### config.mk
export PLATFORM = sky130hd
export DESIGN_NAME = sip_content_length_parser
export DESIGN_NICKNAME = d
export VERILOG_FILES = /design/src/clp_pkg.sv /design/src/clp_front.sv /design/src/clp_queue.sv /design/src/clp_back.sv /design/src/sip_content_length_parser.sv
export SDC_FILE = /design/constraint.sdc
export NUM_CORES = 1
export LEC_CHECK = 0
export BUFFER_PORTS_ARGS = -buffer_cell sky130_fd_sc_hd__buf_2
export CORE_MARGIN = 5
export CORE_UTILIZATION = 59
export DETAILED_ROUTE_END_ITERATION = 10
export PLACE_DENSITY = 0.78
export SLEW_MARGIN = 20
export SYNTH_ARGS = -nofsm -noshare
export SYNTH_HDL_FRONTEND = slang
export SYNTH_SLANG_ARGS = --single-unit
### constraint.sdc
create_clock -name clk -period 9.3 [get_ports clk]
set_clock_uncertainty 0.15 [all_clocks]
set_input_delay 2.79 -clock clk [delete_from_list [all_inputs] [get_ports clk]]
set_output_delay 2.79 -clock clk [all_outputs]
set_load 0.01 [all_outputs]
### src/clp_pkg.sv
// Shared types, codes and constants of the Content-Length header parser.
`timescale 1ns / 1ps

package clp_pkg;

  // Fixed field widths
  localparam int BYTE_W          = 8;
  localparam int CFG_W           = 20;
  localparam int LEN_OUT_W       = 20;
  localparam int STATUS_W        = 3;
  localparam int KPOS_W          = 4;

  // Defaults handed to the top-level parameters
  localparam int LENGTH_BITS_DEF = 20;
  localparam int QUEUE_DEPTH_DEF = 2;

  localparam logic [CFG_W-1:0]  MAX_LENGTH_RESET = 20'd16384;
  localparam logic [KPOS_W-1:0] LONG_KEY_LEN     = 4'd14;
  localparam logic [KPOS_W-1:0] COMPACT_KEY_LEN  = 4'd1;

  // Result codes
  typedef enum logic [STATUS_W-1:0] {
    ST_OK       = 3'd0,
    ST_DUP      = 3'd1,
    ST_EMPTY    = 3'd2,
    ST_NONDIGIT = 3'd3,
    ST_OVER     = 3'd4
  } status_t;

  // One classified message byte as it travels from front to back
  typedef struct packed {
    logic [BYTE_W-1:0] ch;        // lowercased byte (A-Z only)
    logic              is_trim;   // space, tab, CR or LF
    logic              is_colon;
    logic              is_digit;
    logic              is_cr;
    logic              is_lf;
    logic              last;
  } clp_beat_t;

  // A held CR that turns out to be line content
  localparam clp_beat_t CR_BEAT = '{
    ch:       8'h0d,
    is_trim:  1'b1,
    is_colon: 1'b0,
    is_digit: 1'b0,
    is_cr:    1'b1,
    is_lf:    1'b0,
    last:     1'b0
  };

  // Letters of the long key, indexed by match position
  function automatic logic [BYTE_W-1:0] long_key_char(logic [KPOS_W-1:0] pos);
    logic [BYTE_W-1:0] c;
    case (pos)
      4'd0:    c = "c";
      4'd1:    c = "o";
      4'd2:    c = "n";
      4'd3:    c = "t";
      4'd4:    c = "e";
      4'd5:    c = "n";
      4'd6:    c = "t";
      4'd7:    c = "-";
      4'd8:    c = "l";
      4'd9:    c = "e";
      4'd10:   c = "n";
      4'd11:   c = "g";
      4'd12:   c = "t";
      4'd13:   c = "h";
      default: c = 8'h00;
    endcase
    return c;
  endfunction

endpackage

### src/clp_front.sv
// Front end: takes message bytes and classifies them into queue beats.
`timescale 1ns / 1ps

module clp_front
  import clp_pkg::*;
(
  input  logic              in_valid,
  output logic              in_stall,
  input  logic [BYTE_W-1:0] msg_byte,
  input  logic              last_byte,
  input  logic              q_full,
  output logic              q_push,
  output clp_beat_t         q_beat
);

  logic is_upper;

  // Accept a byte whenever the queue has room
  assign in_stall = q_full;
  assign q_push   = in_valid && !q_full;

  // Classify the byte and fold upper-case letters down
  assign is_upper = (msg_byte >= "A") && (msg_byte <= "Z");

  always_comb begin
    q_beat.ch       = is_upper ? (msg_byte | 8'h20) : msg_byte;
    q_beat.is_trim  = (msg_byte == " ") || (msg_byte == 8'h09) ||
                      (msg_byte == 8'h0d) || (msg_byte == 8'h0a);
    q_beat.is_colon = (msg_byte == ":");
    q_beat.is_digit = (msg_byte >= "0") && (msg_byte <= "9");
    q_beat.is_cr    = (msg_byte == 8'h0d);
    q_beat.is_lf    = (msg_byte == 8'h0a);
    q_beat.last     = last_byte;
  end

endmodule

### src/clp_queue.sv
// Short beat queue between the classifying front and the parsing back.
`timescale 1ns / 1ps

module clp_queue
  import clp_pkg::*;
#(
  parameter int DEPTH = QUEUE_DEPTH_DEF
) (
  input  logic      clk,
  input  logic      rst,
  input  logic      push,
  input  clp_beat_t push_beat,
  output logic      full,
  input  logic      pop,
  output logic      head_valid,
  output clp_beat_t head_beat
);

  localparam int PTR_W = (DEPTH > 1) ? $clog2(DEPTH) : 1;
  localparam int CNT_W = $clog2(DEPTH + 1);

  clp_beat_t          slots [DEPTH];
  logic [PTR_W-1:0]   wr_ptr;
  logic [PTR_W-1:0]   rd_ptr;
  logic [CNT_W-1:0]   count;
  logic               do_pop;

  assign full       = (count == CNT_W'(DEPTH));
  assign head_valid = (count != '0);
  assign head_beat  = slots[rd_ptr];
  assign do_pop     = pop && head_valid;

  // Store the incoming beat
  always_ff @(posedge clk) begin
    if (push) begin
      slots[wr_ptr] <= push_beat;
    end
  end

  // Advance pointers and occupancy
  always_ff @(posedge clk) begin
    if (rst) begin
      wr_ptr <= '0;
      rd_ptr <= '0;
      count  <= '0;
    end else begin
      if (push) begin
        wr_ptr <= (wr_ptr == PTR_W'(DEPTH - 1)) ? '0 : wr_ptr + 1'b1;
      end
      if (do_pop) begin
        rd_ptr <= (rd_ptr == PTR_W'(DEPTH - 1)) ? '0 : rd_ptr + 1'b1;
      end
      if (push && !do_pop) begin
        count <= count + 1'b1;
      end else if (do_pop && !push) begin
        count <= count - 1'b1;
      end
    end
  end

endmodule

### src/clp_back.sv
// Back end: header line parser state and the per-message result register.
`timescale 1ns / 1ps

module clp_back
  import clp_pkg::*;
#(
  parameter int LENGTH_BITS = LENGTH_BITS_DEF
) (
  input  logic                   clk,
  input  logic                   rst,
  input  logic [LENGTH_BITS-1:0] max_len,
  input  logic                   q_valid,
  input  clp_beat_t              q_beat,
  output logic                   q_pop,
  output logic                   out_valid,
  input  logic                   out_stall,
  output logic                   ok,
  output logic [STATUS_W-1:0]    status,
  output logic [LEN_OUT_W-1:0]   length,
  output logic                   header_seen
);

  localparam int WIDE_W = LENGTH_BITS + 4;

  typedef enum logic [2:0] {
    PH_KEY   = 3'b001,
    PH_VALUE = 3'b010,
    PH_SKIP  = 3'b100
  } line_phase_t;

  typedef enum logic [2:0] {
    VP_LEAD   = 3'b001,
    VP_DIGITS = 3'b010,
    VP_TRAIL  = 3'b100
  } value_phase_t;

  typedef struct packed {
    line_phase_t            lp;
    logic [KPOS_W-1:0]      kpos;
    logic                   started;
    logic                   trail;
    logic                   bad;
    logic                   compact;
    value_phase_t           vp;
    logic [LENGTH_BITS-1:0] accum;
    logic [LENGTH_BITS-1:0] committed;
    logic                   seen;
    status_t                err;
    logic                   done;
    logic                   pend_cr;
    logic                   prev_lb;
  } pstate_t;

  pstate_t st;
  pstate_t st_work;
  pstate_t st_next;
  logic    res_ok;
  status_t res_status;
  logic [LENGTH_BITS-1:0] res_length;
  logic    res_seen;

  function automatic logic halted(pstate_t s);
    return s.done || (s.err != ST_OK);
  endfunction

  function automatic pstate_t clear_line(pstate_t s);
    pstate_t r;
    r         = s;
    r.lp      = PH_KEY;
    r.kpos    = '0;
    r.started = 1'b0;
    r.trail   = 1'b0;
    r.bad     = 1'b0;
    r.compact = 1'b0;
    r.vp      = VP_LEAD;
    r.accum   = '0;
    return r;
  endfunction

  function automatic pstate_t clear_message(pstate_t s);
    pstate_t r;
    r           = clear_line(s);
    r.pend_cr   = 1'b0;
    r.prev_lb   = 1'b0;
    r.committed = '0;
    r.seen      = 1'b0;
    r.err       = ST_OK;
    r.done      = 1'b0;
    return r;
  endfunction

  function automatic pstate_t key_char(pstate_t s, clp_beat_t b);
    pstate_t r;
    logic    hit;
    r   = s;
    hit = s.started && !s.bad &&
          (s.compact ? (s.kpos == COMPACT_KEY_LEN) : (s.kpos == LONG_KEY_LEN));
    if (b.is_colon) begin
      if (!hit) begin
        r.lp = PH_SKIP;
      end else if (s.seen) begin
        r.err = ST_DUP;
      end else begin
        r.seen = 1'b1;
        r.lp   = PH_VALUE;
      end
    end else if (b.is_trim) begin
      if (s.started) begin
        r.trail = 1'b1;
      end
    end else if (s.trail || s.bad) begin
      r.bad = 1'b1;
    end else if (!s.started) begin
      r.started = 1'b1;
      if (b.ch == "l") begin
        r.compact = 1'b1;
        r.kpos    = COMPACT_KEY_LEN;
      end else if (b.ch == long_key_char('0)) begin
        r.kpos = 4'd1;
      end else begin
        r.bad = 1'b1;
      end
    end else if (!s.compact && (s.kpos < LONG_KEY_LEN) &&
                 (b.ch == long_key_char(s.kpos))) begin
      r.kpos = s.kpos + 1'b1;
    end else begin
      r.bad = 1'b1;
    end
    return r;
  endfunction

  function automatic pstate_t value_char(pstate_t s, clp_beat_t b,
                                         logic [LENGTH_BITS-1:0] maxl);
    pstate_t           r;
    logic [WIDE_W-1:0] nxt;
    r   = s;
    // ten times the value so far plus the digit, as shifts and adds
    nxt = WIDE_W'({s.accum, 3'b000}) + WIDE_W'({s.accum, 1'b0}) +
          WIDE_W'(b.ch[3:0]);
    if (b.is_trim) begin
      if (s.vp == VP_DIGITS) begin
        r.vp = VP_TRAIL;
      end
    end else if (b.is_digit && (s.vp != VP_TRAIL)) begin
      if (nxt > WIDE_W'(maxl)) begin
        r.err = ST_OVER;
      end else begin
        r.accum = nxt[LENGTH_BITS-1:0];
        r.vp    = VP_DIGITS;
      end
    end else begin
      r.err = ST_NONDIGIT;
    end
    return r;
  endfunction

  function automatic pstate_t line_char(pstate_t s, clp_beat_t b,
                                        logic [LENGTH_BITS-1:0] maxl);
    pstate_t r;
    r         = s;
    r.prev_lb = 1'b0;
    unique case (s.lp)
      PH_KEY:   r = key_char(r, b);
      PH_VALUE: r = value_char(r, b, maxl);
      PH_SKIP:  r = r;
      default:  r = r;
    endcase
    return r;
  endfunction

  function automatic pstate_t finish_line(pstate_t s);
    pstate_t r;
    r = s;
    if (s.lp == PH_VALUE) begin
      if (s.vp == VP_LEAD) begin
        r.err = ST_EMPTY;
      end else begin
        r.committed = s.accum;
      end
    end
    return clear_line(r);
  endfunction

  // Take a beat unless it ends a message while the result register is held
  assign q_pop = q_valid && !(q_beat.last && out_valid && out_stall);

  // Apply one byte, then close the message on its last byte
  always_comb begin
    st_work = st;
    if (!halted(st_work)) begin
      if (st_work.pend_cr && q_beat.is_lf) begin
        st_work.pend_cr = 1'b0;
        if (st_work.prev_lb) begin
          st_work.done = 1'b1;
        end else begin
          st_work         = finish_line(st_work);
          st_work.prev_lb = 1'b1;
        end
      end else begin
        if (st_work.pend_cr) begin
          st_work.pend_cr = 1'b0;
          st_work         = line_char(st_work, CR_BEAT, max_len);
        end
        if (!halted(st_work)) begin
          if (q_beat.is_cr) begin
            st_work.pend_cr = 1'b1;
          end else begin
            st_work = line_char(st_work, q_beat, max_len);
          end
        end
      end
    end
    if (q_beat.last && !halted(st_work)) begin
      if (st_work.pend_cr) begin
        st_work.pend_cr = 1'b0;
        st_work         = line_char(st_work, CR_BEAT, max_len);
      end
      if (!halted(st_work)) begin
        st_work = finish_line(st_work);
      end
    end
    res_ok     = (st_work.err == ST_OK);
    res_status = st_work.err;
    res_length = st_work.committed;
    res_seen   = st_work.seen;
    st_next    = q_beat.last ? clear_message(st_work) : st_work;
  end

  // Hold parser state between beats
  always_ff @(posedge clk) begin
    if (rst) begin
      st <= clear_message('0);
    end else if (q_pop) begin
      st <= st_next;
    end
  end

  // Drive the result register
  always_ff @(posedge clk) begin
    if (rst) begin
      out_valid <= 1'b0;
    end else if (q_pop && q_beat.last) begin
      out_valid <= 1'b1;
    end else if (!out_stall) begin
      out_valid <= 1'b0;
    end
  end

  always_ff @(posedge clk) begin
    if (q_pop && q_beat.last) begin
      ok          <= res_ok;
      status      <= res_status;
      length      <= LEN_OUT_W'(res_length);
      header_seen <= res_seen;
    end
  end

`ifndef SYNTHESIS
  a_ok_matches_status: assert property (@(posedge clk) disable iff (rst)
    out_valid |-> (ok == (status == ST_OK)))
    else $error("ok flag disagrees with status");

  a_error_sticky: assert property (@(posedge clk) disable iff (rst)
    (st.err != ST_OK && !(q_pop && q_beat.last)) |=> (st.err == $past(st.err)))
    else $error("error code changed within a message");

  a_no_length_without_header: assert property (@(posedge clk) disable iff (rst)
    !st.seen |-> (st.committed == '0))
    else $error("length committed without a matching header");

  a_key_pos_range: assert property (@(posedge clk) disable iff (rst)
    st.kpos <= LONG_KEY_LEN)
    else $error("key match position past end of key");

  a_no_result_overrun: assert property (@(posedge clk) disable iff (rst)
    (q_valid && q_beat.last && out_valid && out_stall) |-> !q_pop)
    else $error("final beat popped while result register is held");
`endif

endmodule

### src/sip_content_length_parser.sv
// Top level of the SIP Content-Length header parser.
`timescale 1ns / 1ps

// Takes a SIP message one byte per beat, finds the Content-Length header
// (long or compact form) in the header section and returns one result per
// message, registered as the back end pops its last byte. One byte is
// accepted every clock cycle while the queue has room: the classifier
// feeds a two-entry queue and the parser back end retires one queued byte
// per cycle, its per-byte key/value update and multiply-by-ten accumulate
// being combinational. Only a result held by a stalled output stalls the
// final byte of the next message; earlier bytes keep flowing. max_length
// may be written at any idle time; its write channel is always ready.
module sip_content_length_parser
  import clp_pkg::*;
#(
  parameter int LENGTH_BITS = LENGTH_BITS_DEF,
  parameter int QUEUE_DEPTH = QUEUE_DEPTH_DEF
) (
  input  logic                 clk,
  input  logic                 rst,
  input  logic                 cfg_valid,
  output logic                 cfg_ready,
  input  logic [CFG_W-1:0]     max_length,
  input  logic                 in_valid,
  output logic                 in_stall,
  input  logic [BYTE_W-1:0]    msg_byte,
  input  logic                 last_byte,
  output logic                 out_valid,
  input  logic                 out_stall,
  output logic                 ok,
  output logic [STATUS_W-1:0]  status,
  output logic [LEN_OUT_W-1:0] length,
  output logic                 header_seen
);

  logic [LENGTH_BITS-1:0] max_len;
  logic                   q_full;
  logic                   q_push;
  clp_beat_t              push_beat;
  logic                   q_pop;
  logic                   q_valid;
  clp_beat_t              head_beat;

  // Hold the length limit, masked to the accumulator width
  assign cfg_ready = 1'b1;

  always_ff @(posedge clk) begin
    if (rst) begin
      max_len <= LENGTH_BITS'(MAX_LENGTH_RESET);
    end else if (cfg_valid && cfg_ready) begin
      max_len <= LENGTH_BITS'(max_length);
    end
  end

  clp_front u_front (
    .in_valid  (in_valid),
    .in_stall  (in_stall),
    .msg_byte  (msg_byte),
    .last_byte (last_byte),
    .q_full    (q_full),
    .q_push    (q_push),
    .q_beat    (push_beat)
  );

  clp_queue #(
    .DEPTH (QUEUE_DEPTH)
  ) u_queue (
    .clk        (clk),
    .rst        (rst),
    .push       (q_push),
    .push_beat  (push_beat),
    .full       (q_full),
    .pop        (q_pop),
    .head_valid (q_valid),
    .head_beat  (head_beat)
  );

  clp_back #(
    .LENGTH_BITS (LENGTH_BITS)
  ) u_back (
    .clk         (clk),
    .rst         (rst),
    .max_len     (max_len),
    .q_valid     (q_valid),
    .q_beat      (head_beat),
    .q_pop       (q_pop),
    .out_valid   (out_valid),
    .out_stall   (out_stall),
    .ok          (ok),
    .status      (status),
    .length      (length),
    .header_seen (header_seen)
  );

endmodule

==> metrics.md <==
| Metric | Value |
|---|---|
| Endpoints failing setup | 0 |
| Proportion of layout cells with a drive suffix above 1 | a little over an eighth |
| Hold Fails Final Rpt | 0 |
| Final Cycle Share | 82.9% |
| Avg Inst Size Synth | 9.30 sq um |
| Max-cap violations | 0 |
| Multi-input gate area | about 0.0046 sq mm |
| Setup WS pre-CTS | about 1.8 ns |
| Ys Warns | 0 |
| Peak supply drop | between 0.00015 and 0.0002 V |
| Worst Hold Path EP | u_back.st[18] |
| Register area share after synthesis | between 30 and 40% |
| R2R Setup Slk | roughly 1.6 ns |
| Routed vias/inst | between 6 and 7 |
| Number of synthesized flops with an enable pin | 53 |
| Final setup TNS | 0 ns |
| Die Y | between 100 and 150 microns |
| Seq cells post-synth | 140 |
| Maximum number of pins on one net before global-route repair | 46 |
| Vias in the first global route | between 6,000 and 7,000 |
| Register area | around 0.0033 sq mm |
| Distinct cells, synth | 84 |
| Initial antenna violation count | 0 |
| Routed wire per std cell | ~19 microns |
| Total GRT Usage | 26.0% |
| RSZ-0062 raised after global routing | false |
| Routed via count | 7,201 |
| Layout filler cell count | about 1,100 |
| Placer Congestion | around 0.98 |
| First-pass GRT wire length | ~34,000 microns |
| # Post-CTS Setup Buffers | 0 |
| Max H-tree Level | 4 |
| CTS Buf Count | 17 |
| Startpoint of the worst hold path | u_back.st[18] |
| Initial cell density of the core | roughly 60% |
| Clk buf depth | 2 |
| IO Count | 62 |
| Critical Path AT | 7.75 ns |
| CP max FO | 18 |
| Clock Latency Late Sink | roughly 0.43 ns |
| Setup CP Type | flip-flop to flip-flop |
| Cts hold-fix bufs | 0 |
| Starting DRT DRC Count | 645 |
| Post-route setup slack | roughly 1.6 ns |
| HPWL after DPL | between 15,000 and 20,000 microns |
| Tmin final | a little under 8 ns |
| Ys flop type | dfxtp_1 |
| Core area | around 0.014 sq mm |
| Residual DRC | 0 |
| Worst EP required | just over 9 ns |
| Slew HR | between 30 and 40% |
| Rows | 43 |
| IO buf count | 60 |
| Die Footprint | 0.0166 sq mm |
| DR pass1 iterations | 5 |
| RR Endpoint | u_back.length[9] |
| Total grt overflow | 0 |
| Slew Limit Fails | 0 |
| Hold/Removal Path Class | flip-flop to flip-flop |
| Reg2Reg Depth | 23 |
| Final wirelength | between 20,000 and 25,000 microns |
| Fmax | about 130 MHz |
| Worst-Margin Slew | roughly 1 ns |
| Area growth syn-to-layout | 12.5% |
| Clock tree sinks | 140 |
| Worst hold path cell count | 2 |
| Synthesized cell area | 0.00833 sq mm |
| Worst setup SP type | flip-flop |
| Static Leakage | 0.00400 uW |
| Die width | 129 microns |
| TritonCTS clock tree | built |
| Syn Inst Count | 896 |
| Post-route cell area | around 0.0094 sq mm |
| Antenna Cells | 0 |
| Setup crit end kind | flip-flop |
| Layout Nets | roughly 1,000 |
| Remaining antenna violation count | 0 |
| Syn nets | 998 |
| Cts repair resizes | 0 |
| Worst-path clk slew | roughly 0.06 ns |
| Root buf cell | clkbuf_16 |
| Ys async rst share | 0% |
| Status | finished, final reports clean |
| Total power | between 1500 and 2000 uW |
| Pwr Density | about 200 mW/mm^2 |
| Area after DPL | 0.00874 sq mm |
-- layout make-up --
class	count	area share, %
timing repair buffer	66	3.68
sequential	140	35.5
tap	180	2.40
clock buffer	19	4.72
multi-input combinational	656	49.1
inverter	63	2.52
clock inverter	13	2.00
-- how the worst max path moves through the flow --
stage	from	endpoint	slack [ns]	depth (start not counted)
finish	flip-flop	u_back.length[9]	1.59	23
CTS	flip-flop	u_back.length[9]	1.74	23
floorplan	flip-flop	u_back.length[2]	2.86	26
detailed placement	flip-flop	u_back.st[21]	1.77	23
global route	flip-flop	u_back.st[7]	1.17	23
global placement	flip-flop	u_back.st[22]	1.96	23
-- cells by family after synthesis --
family	count (synthesis)	synth area share [%]
multiplexers	43	5.25
AO/OA/AOI/OAI	246	21.5
adder cells (fa/ha/maj)	68	10.4
AND/OR/NAND/NOR	271	15.2
other	1	0.0450
buffers and inverters	100	4.79
flip-flops	140	40.0
XOR/XNOR	27	2.84
-- synthesized netlist by cell type (3+ instances only) --
cell       count  share of area (%)
a32o_1         7               0.84
nand2_1       73                3.3
nand2b_1       4               0.30
ha_1          66                9.9
nor2b_1        9               0.68
buf_2         10               0.60
o21ai_0       34                2.0
nand3_1       33                2.0
o21ai_1        4               0.24
nor4b_1        3               0.32
nor3_1        13               0.78
xor2_1        11                1.2
and2_1         3               0.23
a22o_1        21                2.2
a2bb2oi_1      3               0.32
o221ai_1      10                1.1
a211oi_1       5               0.45
dfxtp_1       87                 21
and3_1         9               0.68
xnor2_1       16                1.7
buf_1          5               0.23
edfxtp_1      53                 19
a221o_1        8               0.96
o211ai_1       8               0.72
nor4_1         3               0.23
nor3b_1        3               0.27
clkbuf_1      20               0.90
o21a_1         4               0.36
a21oi_1       60                3.6
o31ai_1        4               0.36
mux2_2         6               0.81
nand4_1        8               0.60
a32oi_1       15                1.6
o21bai_1       4               0.36
mux2i_1       37                4.4
a22oi_1        3               0.27
or3_1          4               0.30
inv_1         62                2.8
a31oi_1        6               0.45
a21o_1        11               0.99
o31a_1         3               0.32
nor2_1        94                4.2
-- flip-flops by register name (all words and copies together) (netlist names), named ones only --
register / cells
u_queue.count: 2
u_queue.rd_ptr: 1
u_back.status: 3
u_back.out_valid: 1
u_back.header_seen: 1
u_back.st: 61
u_queue.wr_ptr: 1
max_len: 20
u_back.length: 20
u_queue.slots: 28
u_back.ok: 1
-- metrics by stage --
stage	utilization, %	hold slack, ns	cells
after floorplan	-	0.282	896
after global placement	63.0	0.294	1105
after detailed placement	63.0	0.302	1105
after CTS	67.5	0.320	1137
after global routing	67.6	0.342	1137
final	67.6	0.320	1137
-- per-layer routing --
layer,wire (microns),track usage [%]
met1,9730,36.8
met2,9110,37.8
met3,1940,6.68
met4,554,10.6
met5,0,0
-- layout by cell type, fill, tap and decap left out, drive strengths merged, types with 7 or more instances in the layout --
master and instances:
a221o 8, a22o 21, xnor2 16, o211ai 9, xor2 11, nand2 74
clkbuf 19, a211oi 7, o21ai 40, and3 9, a21o 11, nor3 14
ha 66, dfxtp 87, nor2 94, a32oi 15, nand4 9, nor2b 9
buf 66, o221ai 10, edfxtp 53, a21oi 62, inv 65, nand3 33
a32o 7, clkinv 7, mux2i 37
-- worst max-delay path, stage by stage (launching register included) --
cell and delay, ns:
dfxtp_1 0.84, mux2i_1 0.35, fa_1 0.60, inv_1 0.08, fa_1 0.46, a21oi_1 0.21, o21ai_0 0.23, a211oi_2 0.35
o21bai_1 0.10, a21oi_1 0.22, o21bai_1 0.09, a21oi_1 0.17, xnor2_1 0.27, ha_1 0.36, nand4_1 0.10, o211ai_1 0.10
a211o_1 0.27, o31a_1 0.28, nor3_1 0.25, nand4_2 0.23, o31a_1 0.41, nand4b_1 0.58, a32oi_1 0.49, a21bo_2 0.27
-- power breakdown --
| group | internal (uW) | leakage, uW | switching (uW) |
|---|---|---|---|
| combinational | 132 | 0.00248 | 263 |
| sequential | 715 | 0.00121 | 38.7 |
| clock | 458 | 0.000312 | 273 |
No activity file was read; power rests on OpenSTA's default activity.
